[src/design/gsmpc_pkg.sv]
// Shared types, widths and constants of the grid-search MPC accelerator.
`default_nettype none

package gsmpc_pkg;

   // Field and datapath widths
   localparam int DATA_W  = 32;  // Q16.16 state values
   localparam int TS_W    = 17;  // time step register
   localparam int LIM_W   = 19;  // acceleration limit register
   localparam int OUT_A_W = 19;  // result acceleration
   localparam int ACC_W   = 21;  // candidate acceleration, covers up to 36 candidates
   localparam int COST_W  = 64;  // Q32.32 cost
   localparam int PROD_W  = 2 * DATA_W;

   // Parameter defaults
   localparam int HORIZON_DEF        = 10;
   localparam int NUM_CANDIDATES_DEF = 9;

   // Candidate grid: first value -2.0, step 0.5
   localparam logic signed [ACC_W-1:0] ACC_FIRST = -21'sd131072;
   localparam logic signed [ACC_W-1:0] ACC_STEP  = 21'sd32768;

   // Result acceleration range
   localparam logic signed [OUT_A_W-1:0] OUT_ACC_MAX = 19'sd262143;
   localparam logic signed [OUT_A_W-1:0] OUT_ACC_MIN = -19'sd262144;

   // Register map: index = paddr[2]
   localparam int PADDR_W = 3;
   localparam int PDATA_W = 32;
   localparam logic [0:0] REG_TIME_STEP   = 1'b0;
   localparam logic [0:0] REG_ACCEL_LIMIT = 1'b1;
   localparam logic [TS_W-1:0]  TIME_STEP_RST   = 17'd6554;
   localparam logic [LIM_W-1:0] ACCEL_LIMIT_RST = 19'd131072;

   typedef struct packed {
      logic signed [DATA_W-1:0] pos_x;
      logic signed [DATA_W-1:0] pos_y;
      logic signed [DATA_W-1:0] pos_z;
      logic signed [DATA_W-1:0] vel_x;
      logic signed [DATA_W-1:0] vel_y;
      logic signed [DATA_W-1:0] vel_z;
   } req_type;

   typedef struct packed {
      logic signed [OUT_A_W-1:0] best_accel;
      logic                      found;
      logic [COST_W-1:0]         best_cost;
   } rsp_type;

   // Controller states
   typedef enum logic [2:0] {
      ST_IDLE,
      ST_CAND,
      ST_RUN,
      ST_DRAIN,
      ST_DECIDE,
      ST_FINISH
   } ctrl_state_type;

   // Multiplier operations; each tags what its product updates
   typedef enum logic [2:0] {
      OP_VX_DT,
      OP_VY_DT,
      OP_VZ_DT,
      OP_A_DT,
      OP_SQ_X,
      OP_SQ_Y,
      OP_SQ_Z
   } op_type;

   // Controller to datapath commands
   typedef struct packed {
      logic   load_in;
      logic   cand_first;
      logic   cand_next;
      logic   cand_start;
      logic   mul_en;
      op_type mul_sel;
      logic   decide;
      logic   out_load;
   } dp_cmd_type;

   // Datapath to controller status
   typedef struct packed {
      logic cand_ok;
   } dp_sts_type;

endpackage

`default_nettype wire

[src/design/gsmpc_dp.sv]
// Datapath: input latch, Euler state, shared multiplier, cost and best-candidate registers.
`default_nettype none

module gsmpc_dp (
   input  wire logic                          clock,
   input  wire logic                          reset,
   input  wire gsmpc_pkg::dp_cmd_type         cmd,
   output gsmpc_pkg::dp_sts_type              sts,
   input  wire gsmpc_pkg::req_type            req_data,
   input  wire logic [gsmpc_pkg::TS_W-1:0]    time_step,
   input  wire logic [gsmpc_pkg::LIM_W-1:0]   accel_limit,
   output gsmpc_pkg::rsp_type                 rsp_data
);

   localparam int DW = gsmpc_pkg::DATA_W;
   localparam int AW = gsmpc_pkg::ACC_W;
   localparam int CW = gsmpc_pkg::COST_W;
   localparam int PW = gsmpc_pkg::PROD_W;
   localparam int SW = DW + 2;  // position add before clamping

   // p + floor(prod / 2^16), clamped to 32 bits
   function automatic logic signed [DW-1:0] step_sat(input logic signed [DW-1:0] base,
                                                     input logic signed [PW-1:0] prod);
      logic signed [SW-1:0] sum;
      sum = {{2{base[DW-1]}}, base} + prod[SW+15:16];
      if (sum[SW-1:DW-1] == '0 || sum[SW-1:DW-1] == '1) begin
         step_sat = sum[DW-1:0];
      end else if (sum[SW-1]) begin
         step_sat = {1'b1, {(DW-1){1'b0}}};
      end else begin
         step_sat = {1'b0, {(DW-1){1'b1}}};
      end
   endfunction

   gsmpc_pkg::req_type       in_ff, in_in;
   logic signed [DW-1:0]     px_ff, px_in, py_ff, py_in, pz_ff, pz_in, vx_ff, vx_in;
   logic [CW-1:0]            cost_ff, cost_in;
   logic [CW-1:0]            best_cost_ff, best_cost_in;
   logic signed [AW-1:0]     best_a_ff, best_a_in;
   logic                     found_ff, found_in;
   logic signed [AW-1:0]     cand_a_ff, cand_a_in;
   logic signed [PW-1:0]     prod_ff, prod_in;
   gsmpc_pkg::op_type        prod_op_ff, prod_op_in;
   logic                     prod_vld_ff, prod_vld_in;
   gsmpc_pkg::rsp_type       rsp_ff, rsp_in;

   logic signed [DW-1:0]     mul_a, mul_b, dt_s;
   logic [AW-1:0]            mag_a;
   logic [CW:0]              cost_sum;
   logic signed [gsmpc_pkg::OUT_A_W-1:0] out_a;

   assign dt_s = $signed({{(DW-gsmpc_pkg::TS_W){1'b0}}, time_step});

   // Limit test on the current candidate
   always_comb begin
      mag_a = cand_a_ff[AW-1] ? AW'(-cand_a_ff) : AW'(cand_a_ff);
      sts.cand_ok = (mag_a <= AW'(accel_limit));
   end

   // Select multiplier operands
   always_comb begin
      mul_a = '0;
      mul_b = '0;
      case (cmd.mul_sel)
         gsmpc_pkg::OP_VX_DT: begin mul_a = vx_ff;        mul_b = dt_s;  end
         gsmpc_pkg::OP_VY_DT: begin mul_a = in_ff.vel_y;  mul_b = dt_s;  end
         gsmpc_pkg::OP_VZ_DT: begin mul_a = in_ff.vel_z;  mul_b = dt_s;  end
         gsmpc_pkg::OP_A_DT:  begin mul_a = DW'(cand_a_ff); mul_b = dt_s; end
         gsmpc_pkg::OP_SQ_X:  begin mul_a = px_ff;        mul_b = px_ff; end
         gsmpc_pkg::OP_SQ_Y:  begin mul_a = py_ff;        mul_b = py_ff; end
         gsmpc_pkg::OP_SQ_Z:  begin mul_a = pz_ff;        mul_b = pz_ff; end
         default:             begin mul_a = '0;           mul_b = '0;    end
      endcase
      prod_in     = mul_a * mul_b;
      prod_op_in  = cmd.mul_sel;
      prod_vld_in = cmd.mul_en;
   end

   // Saturating cost accumulation of a registered square
   assign cost_sum = {1'b0, cost_ff} + {1'b0, prod_ff};

   // Apply the registered product, start candidates, keep the best
   always_comb begin
      in_in        = in_ff;
      px_in        = px_ff;
      py_in        = py_ff;
      pz_in        = pz_ff;
      vx_in        = vx_ff;
      cost_in      = cost_ff;
      best_cost_in = best_cost_ff;
      best_a_in    = best_a_ff;
      found_in     = found_ff;
      cand_a_in    = cand_a_ff;

      if (cmd.load_in) begin
         in_in        = req_data;
         found_in     = 1'b0;
         best_a_in    = '0;
         best_cost_in = '1;
      end
      if (cmd.cand_first) begin
         cand_a_in = gsmpc_pkg::ACC_FIRST;
      end
      if (cmd.cand_next) begin
         cand_a_in = cand_a_ff + gsmpc_pkg::ACC_STEP;
      end
      if (cmd.cand_start) begin
         px_in   = in_ff.pos_x;
         py_in   = in_ff.pos_y;
         pz_in   = in_ff.pos_z;
         vx_in   = in_ff.vel_x;
         cost_in = '0;
      end
      if (prod_vld_ff) begin
         case (prod_op_ff)
            gsmpc_pkg::OP_VX_DT: px_in = step_sat(px_ff, prod_ff);
            gsmpc_pkg::OP_VY_DT: py_in = step_sat(py_ff, prod_ff);
            gsmpc_pkg::OP_VZ_DT: pz_in = step_sat(pz_ff, prod_ff);
            gsmpc_pkg::OP_A_DT:  vx_in = step_sat(vx_ff, prod_ff);
            gsmpc_pkg::OP_SQ_X,
            gsmpc_pkg::OP_SQ_Y,
            gsmpc_pkg::OP_SQ_Z:  cost_in = cost_sum[CW] ? '1 : cost_sum[CW-1:0];
            default:             cost_in = cost_ff;
         endcase
      end
      // First passing candidate always wins; later ones need a strictly lower cost
      if (cmd.decide && (!found_ff || cost_ff < best_cost_ff)) begin
         found_in     = 1'b1;
         best_cost_in = cost_ff;
         best_a_in    = cand_a_ff;
      end
   end

   // Clamp the chosen acceleration to the result width
   always_comb begin
      if (best_a_ff > AW'(gsmpc_pkg::OUT_ACC_MAX)) begin
         out_a = gsmpc_pkg::OUT_ACC_MAX;
      end else if (best_a_ff < AW'(gsmpc_pkg::OUT_ACC_MIN)) begin
         out_a = gsmpc_pkg::OUT_ACC_MIN;
      end else begin
         out_a = best_a_ff[gsmpc_pkg::OUT_A_W-1:0];
      end
      rsp_in = rsp_ff;
      if (cmd.out_load) begin
         rsp_in.best_accel = out_a;
         rsp_in.found      = found_ff;
         rsp_in.best_cost  = best_cost_ff;
      end
   end

   // Control bit of the product register
   always_ff @(posedge clock) begin
      if (reset) begin
         prod_vld_ff <= 1'b0;
      end else begin
         prod_vld_ff <= prod_vld_in;
      end
   end

   // Payload registers
   always_ff @(posedge clock) begin
      in_ff        <= in_in;
      px_ff        <= px_in;
      py_ff        <= py_in;
      pz_ff        <= pz_in;
      vx_ff        <= vx_in;
      cost_ff      <= cost_in;
      best_cost_ff <= best_cost_in;
      best_a_ff    <= best_a_in;
      found_ff     <= found_in;
      cand_a_ff    <= cand_a_in;
      prod_ff      <= prod_in;
      prod_op_ff   <= prod_op_in;
      rsp_ff       <= rsp_in;
   end

   assign rsp_data = rsp_ff;

endmodule

`default_nettype wire

[src/design/gsmpc_ctrl.sv]
// Controller: sequences candidates, horizon steps and multiplier operations.
`default_nettype none

module gsmpc_ctrl #(
   parameter int HORIZON        = gsmpc_pkg::HORIZON_DEF,
   parameter int NUM_CANDIDATES = gsmpc_pkg::NUM_CANDIDATES_DEF
) (
   input  wire logic                   clock,
   input  wire logic                   reset,
   input  wire logic                   req_valid,
   output logic                        req_ready,
   output logic                        rsp_valid,
   input  wire logic                   rsp_ready,
   output gsmpc_pkg::dp_cmd_type       cmd,
   input  wire gsmpc_pkg::dp_sts_type  sts
);

   localparam int STEP_W = $clog2(HORIZON);
   localparam int CAND_W = $clog2(NUM_CANDIDATES);
   localparam logic [STEP_W-1:0] STEP_LAST = STEP_W'(HORIZON - 1);
   localparam logic [CAND_W-1:0] CAND_LAST = CAND_W'(NUM_CANDIDATES - 1);

   gsmpc_pkg::ctrl_state_type state_ff, state_in;
   gsmpc_pkg::op_type         op_ff, op_in;
   logic [STEP_W-1:0]         step_ff, step_in;
   logic [CAND_W-1:0]         cand_ff, cand_in;
   logic                      rsp_valid_ff, rsp_valid_in;

   // State register and counters
   always_ff @(posedge clock) begin
      if (reset) begin
         state_ff     <= gsmpc_pkg::ST_IDLE;
         op_ff        <= gsmpc_pkg::OP_SQ_X;
         step_ff      <= '0;
         cand_ff      <= '0;
         rsp_valid_ff <= 1'b0;
      end else begin
         state_ff     <= state_in;
         op_ff        <= op_in;
         step_ff      <= step_in;
         cand_ff      <= cand_in;
         rsp_valid_ff <= rsp_valid_in;
      end
   end

   // Next state and commands
   always_comb begin
      state_in     = state_ff;
      op_in        = op_ff;
      step_in      = step_ff;
      cand_in      = cand_ff;
      rsp_valid_in = rsp_valid_ff;
      cmd          = '0;
      cmd.mul_sel  = op_ff;
      req_ready    = 1'b0;

      // Drop the result once the consumer takes it
      if (rsp_valid_ff && rsp_ready) begin
         rsp_valid_in = 1'b0;
      end

      case (state_ff)
         gsmpc_pkg::ST_IDLE: begin
            req_ready = 1'b1;
            if (req_valid) begin
               cmd.load_in    = 1'b1;
               cmd.cand_first = 1'b1;
               cand_in        = '0;
               state_in       = gsmpc_pkg::ST_CAND;
            end
         end
         gsmpc_pkg::ST_CAND: begin
            if (sts.cand_ok) begin
               cmd.cand_start = 1'b1;
               step_in        = '0;
               op_in          = gsmpc_pkg::OP_SQ_X;
               state_in       = gsmpc_pkg::ST_RUN;
            end else if (cand_ff == CAND_LAST) begin
               state_in = gsmpc_pkg::ST_FINISH;
            end else begin
               cmd.cand_next = 1'b1;
               cand_in       = cand_ff + 1'b1;
            end
         end
         gsmpc_pkg::ST_RUN: begin
            cmd.mul_en = 1'b1;
            case (op_ff)
               gsmpc_pkg::OP_VX_DT: op_in = gsmpc_pkg::OP_VY_DT;
               gsmpc_pkg::OP_VY_DT: op_in = gsmpc_pkg::OP_VZ_DT;
               gsmpc_pkg::OP_VZ_DT: op_in = gsmpc_pkg::OP_A_DT;
               gsmpc_pkg::OP_A_DT:  op_in = gsmpc_pkg::OP_SQ_X;
               gsmpc_pkg::OP_SQ_X:  op_in = gsmpc_pkg::OP_SQ_Y;
               gsmpc_pkg::OP_SQ_Y:  op_in = gsmpc_pkg::OP_SQ_Z;
               gsmpc_pkg::OP_SQ_Z: begin
                  if (step_ff == STEP_LAST) begin
                     state_in = gsmpc_pkg::ST_DRAIN;
                  end else begin
                     step_in = step_ff + 1'b1;
                     op_in   = gsmpc_pkg::OP_VX_DT;
                  end
               end
               default: op_in = gsmpc_pkg::OP_SQ_X;
            endcase
         end
         gsmpc_pkg::ST_DRAIN: begin
            // last square is added this cycle
            state_in = gsmpc_pkg::ST_DECIDE;
         end
         gsmpc_pkg::ST_DECIDE: begin
            cmd.decide = 1'b1;
            if (cand_ff == CAND_LAST) begin
               state_in = gsmpc_pkg::ST_FINISH;
            end else begin
               cmd.cand_next = 1'b1;
               cand_in       = cand_ff + 1'b1;
               state_in      = gsmpc_pkg::ST_CAND;
            end
         end
         gsmpc_pkg::ST_FINISH: begin
            // Hold until the output register is free
            if (!rsp_valid_ff || rsp_ready) begin
               cmd.out_load = 1'b1;
               rsp_valid_in = 1'b1;
               state_in     = gsmpc_pkg::ST_IDLE;
            end
         end
         default: state_in = gsmpc_pkg::ST_IDLE;
      endcase
   end

   assign rsp_valid = rsp_valid_ff;

endmodule

`default_nettype wire

[src/design/grid_search_mpc_accel_core.sv]
// Top level: register port, controller and datapath of the grid-search MPC accelerator.
// Each candidate within the limit is run over the horizon, drained and decided; one beyond
//   the limit is skipped. A new item is taken only after the current one is finished,
//   since the single shared 32x32 multiplier runs every Euler product and every square in turn.
// Reset (synchronous, active high) empties the result register, returns the sequencer
//   to idle and loads time_step = 6554 and accel_limit = 131072.
`default_nettype none

module grid_search_mpc_accel_core #(
   parameter int HORIZON        = gsmpc_pkg::HORIZON_DEF,
   parameter int NUM_CANDIDATES = gsmpc_pkg::NUM_CANDIDATES_DEF
) (
   input  wire logic                              clock,
   input  wire logic                              reset,
   input  wire logic                              req_valid,
   output logic                                   req_ready,
   input  wire gsmpc_pkg::req_type                req_data,
   output logic                                   rsp_valid,
   input  wire logic                              rsp_ready,
   output gsmpc_pkg::rsp_type                     rsp_data,
   input  wire logic                              psel,
   input  wire logic                              penable,
   input  wire logic                              pwrite,
   input  wire logic [gsmpc_pkg::PADDR_W-1:0]     paddr,
   input  wire logic [gsmpc_pkg::PDATA_W-1:0]     pwdata,
   output logic [gsmpc_pkg::PDATA_W-1:0]          prdata,
   output logic                                   pready
);

   logic [gsmpc_pkg::TS_W-1:0]  time_step_ff, time_step_in;
   logic [gsmpc_pkg::LIM_W-1:0] accel_limit_ff, accel_limit_in;
   logic                        wr_en;
   logic [0:0]                  reg_idx;

   gsmpc_pkg::dp_cmd_type cmd;
   gsmpc_pkg::dp_sts_type sts;

   assign pready  = 1'b1;
   assign reg_idx = paddr[2:2];
   assign wr_en   = psel & penable & pwrite & pready;

   // Write the configuration registers on the access cycle
   always_comb begin
      time_step_in   = time_step_ff;
      accel_limit_in = accel_limit_ff;
      if (wr_en) begin
         case (reg_idx)
            gsmpc_pkg::REG_TIME_STEP:   time_step_in   = pwdata[gsmpc_pkg::TS_W-1:0];
            gsmpc_pkg::REG_ACCEL_LIMIT: accel_limit_in = pwdata[gsmpc_pkg::LIM_W-1:0];
            default:                    time_step_in   = time_step_ff;
         endcase
      end
   end

   always_ff @(posedge clock) begin
      if (reset) begin
         time_step_ff   <= gsmpc_pkg::TIME_STEP_RST;
         accel_limit_ff <= gsmpc_pkg::ACCEL_LIMIT_RST;
      end else begin
         time_step_ff   <= time_step_in;
         accel_limit_ff <= accel_limit_in;
      end
   end

   // Read back
   always_comb begin
      case (reg_idx)
         gsmpc_pkg::REG_TIME_STEP:
            prdata = gsmpc_pkg::PDATA_W'(time_step_ff);
         gsmpc_pkg::REG_ACCEL_LIMIT:
            prdata = gsmpc_pkg::PDATA_W'(accel_limit_ff);
         default:
            prdata = '0;
      endcase
   end

   gsmpc_ctrl #(
      .HORIZON        (HORIZON),
      .NUM_CANDIDATES (NUM_CANDIDATES)
   ) u_ctrl (
      .clock     (clock),
      .reset     (reset),
      .req_valid (req_valid),
      .req_ready (req_ready),
      .rsp_valid (rsp_valid),
      .rsp_ready (rsp_ready),
      .cmd       (cmd),
      .sts       (sts)
   );

   gsmpc_dp u_dp (
      .clock       (clock),
      .reset       (reset),
      .cmd         (cmd),
      .sts         (sts),
      .req_data    (req_data),
      .time_step   (time_step_ff),
      .accel_limit (accel_limit_ff),
      .rsp_data    (rsp_data)
   );

endmodule

`default_nettype wire

[config.mk]
export PLATFORM = sky130hd
export DESIGN_NAME = grid_search_mpc_accel_core
export DESIGN_NICKNAME = d
export VERILOG_FILES = /design/src/design/gsmpc_pkg.sv /design/src/design/gsmpc_dp.sv /design/src/design/gsmpc_ctrl.sv /design/src/design/grid_search_mpc_accel_core.sv
export SDC_FILE = /design/constraint.sdc
export NUM_CORES = 2
export LEC_CHECK = 0
export BUFFER_PORTS_ARGS = -buffer_cell sky130_fd_sc_hd__buf_2
export CAP_MARGIN = 20
export CORE_MARGIN = 1
export CORE_UTILIZATION = 50
export CTS_BUF_LIST = sky130_fd_sc_hd__clkbuf_8
export CTS_CLUSTER_DIAMETER = 30
export DETAILED_ROUTE_END_ITERATION = 8
export PLACE_DENSITY = 0.73
export SYNTH_ARGS = -nofsm -noshare
export SYNTH_HDL_FRONTEND = slang
export SYNTH_SLANG_ARGS = --single-unit
[constraint.sdc]
create_clock -name clock -period 9.5 [get_ports clock]
set_input_delay 0.95 -clock clock [delete_from_list [all_inputs] [get_ports clock]]
set_output_delay 0.95 -clock clock [all_outputs]
set_load 0.05 [all_outputs]
==> run metrics <==
startpoint types flop; CTS clock-pin slew for the worst setup and hold paths ~0.06 ns; r2r startpoint u_ctrl.op_ff[1]; GPL Wtd Cong about 1.0; largest net degree at the start of global routing around 130; Synth Warn # 0; Remaining DRCs 0; asr flop ratio synth 0%; initial antenna violation count 23; Clk Latency, worst-skew pair around 0.92 ns; buffers plus inverters on the worst setup path 14; Initial DRC Count around 6500; Required @ worst endpoint approximately 10 ns; max_slew headroom between 20% and 30%; Worst setup EP type flop; H-tree depth 4; CTS max path bufs 3; Root Buffer clkbuf_8; Hold Slack approximately 0.2 ns; top cells by area, synth fa_1 (30%), edfxtp_1 (17%), ha_1 (7.9%), dfxtp_1 (6.9%), inv_1 (6.4%); slowest cell delay on critical path around 0.53 ns; Hold/Removal Path Class in2reg; final setup fails 0; total CTS buffers approximately 160; Sequential Area 17000 µm²; port bufs 323; WHS Endpoint u_dp.in_ff[166]; DRT Pass-1 Iters 6; Reg2Reg Depth 38; min cycle time layout just over 9 ns; worst clock skew 0.0948 ns; Synth Flop Type edfxtp_1; Synth cell types 98; Post-Layout Inst Area between 80000 and 90000 µm²; kind of critical path reg2reg; R2R Path End u_dp.prod_ff[60]; Post-Route WL about 250000 µm; Synth area leader fa_1; placed inst area 79700 µm²; top-count cell post-synth inv_1; CP most frequent cell inv_1; first-pass GRT wire length about 370000 µm; final count of hold timing violations 0; Routed WL per cell around 24 µm; status complete, no violations; critical path depth 38; Slew Limit Fails 0; Layout fillers ~12000; ratio of final minimum period to clock period between 90% and 100%; Sink Count 650; CP Data Arrival Time a little over 10 ns; post-route antenna net violation count 0; share of cells above drive strength 1 between 15 and 20%; CTS tree built; Die H 381 µm; post-synth top area share between 30% and 40%; Post-Synthesis Cell Area around 72000 µm²; Max FO, Critical Path 13; Die X 381 µm; Largest delay share family, worst path adder cells; core area between 100000 and 150000 µm²; area grow syn2layout 16.9%; maxcap violations 0; min-delay src req_data[166]; top cells by count, synth inv_1 (1218), fa_1 (1087), nor2_1 (878); Syn Area/Cell ~9.5 µm²; I/O Pins ~350; CP max-delay cell fa_1; Initial Util approximately 51%; total gr overflow 0; vias in the first global route 61053; r2r setup slk ~0.17 ns; number of synthesized flops with an enable pin around 400; HPWL after DPL roughly 200000 µm; via count approximately 60000; row count 138; total track usage 35.0%; Worst Hold Path Cells 1; fin nets around 10000; Via density 5.79; DIE AREA ~150000 µm²; flops & latches, synth 650; unrepaired setup endpoints after global routing yes; Syn Inst Count around 7600; Worst-Margin Slew roughly 1.1 ns; Multi-input gate area 49300 µm²; FMAX approximately 110 MHz; sequential fraction of the synthesis area between 20% and 30%
-- cells in the final DEF (no fill, tap or decap), drive strengths merged, types with 21 or more instances in the layout --
cell type	Yosys	layout
a211oi	43	43
a21o	146	146
a21oi	462	462
a31oi	73	73
and2	49	49
and3	27	27
buf	81	912
clkbuf	267	173
clkinv	4	55
dfxtp	248	248
edfxtp	402	402
fa	1087	1087
ha	453	453
inv	1219	1255
mux2	22	22
mux2i	122	122
nand2	749	749
nand2b	73	73
nand3	56	56
nand4	48	48
nor2	879	879
nor2b	46	46
nor3	50	50
o211ai	37	37
o21a	60	60
o21ai	196	196
o21bai	44	44
o22ai	64	64
o31a	21	21
o31ai	38	38
or2	83	83
xnor2	165	165
xor2	72	72
-- metal layers --
metal	track usage (%)	wire length, µm	vias up
met5	0	52	-
met4	20.7	16900	8
met3	8.30	28200	724
met2	53.1	111000	3205
met1	45.7	97800	29932
li1	-	-	26152
-- worst max-delay path by stage --
stage                          startpoint                to  slack (ns)
final                     u_ctrl.op_ff[1]  u_dp.prod_ff[60]        0.17
after global routing      u_ctrl.op_ff[1]  u_dp.prod_ff[63]       -0.06
after CTS                 u_ctrl.op_ff[1]  u_dp.prod_ff[57]        0.01
after detailed placement  u_ctrl.op_ff[0]  u_dp.prod_ff[57]       -0.32
after global placement    u_ctrl.op_ff[1]  u_dp.prod_ff[53]       -0.66
after floorplan           u_ctrl.op_ff[0]  u_dp.prod_ff[60]        0.12
-- per-stage QoR --
step | TNS [ns] | utilization (%) | instances | setup slack, ns
after floorplan | 0 | - | 7605 | 0.115
after global routing | -0.155 | 59.0 | 10352 | -0.0622
after global placement | -6.72 | 56.1 | 10031 | -0.663
after CTS | 0 | 58.7 | 10335 | 0.0135
after detailed placement | -1.49 | 56.1 | 10031 | -0.322
final | 0 | 59.1 | 10358 | 0.169
-- timing repair --
action                                  CTS  global route
resized for setup                        14            89
endpoints found under the setup margin    9            20
hold buffers                              0             0
pin swaps                                 4            25
setup buffers                            14            15
-- registers in the layout (all words and copies together) (netlist names), 32 cells and up --
name               flops
u_dp.pz_ff            32
u_dp.in_ff           192
u_dp.prod_ff          64
u_dp.cost_ff          64
u_dp.px_ff            32
u_dp.rsp_data         70
u_dp.vx_ff            32
u_dp.best_cost_ff     64
u_dp.py_ff            32
-- cell type report --
cell class | instances | share of cell area, %
Multi-Input combinational cell | 5384 | 58.8
Sequential cell | 650 | 20.3
Timing Repair Buffer | 913 | 8.43
Inverter | 1223 | 5.47
Clock buffer | 172 | 2.82
Tap cell | 1890 | 2.82
Clock inverter | 118 | 1.34
Antenna cell | 8 | 0.0239
-- cells by family after synthesis --
| family | synth area share, % |
|---|---|
| flops | 23.7 |
| xor+xnor | 2.89 |
| mux | 2.07 |
| other cells | 0.0105 |
| fa+ha+maj | 38.2 |
| simple gates | 12.8 |
| buf+inv | 8.51 |
| compound gates | 11.8 |
Power is left out: the tool's default activity adds up to more than one toggle a clock period on the data nets, which glitch-free logic cannot reach.
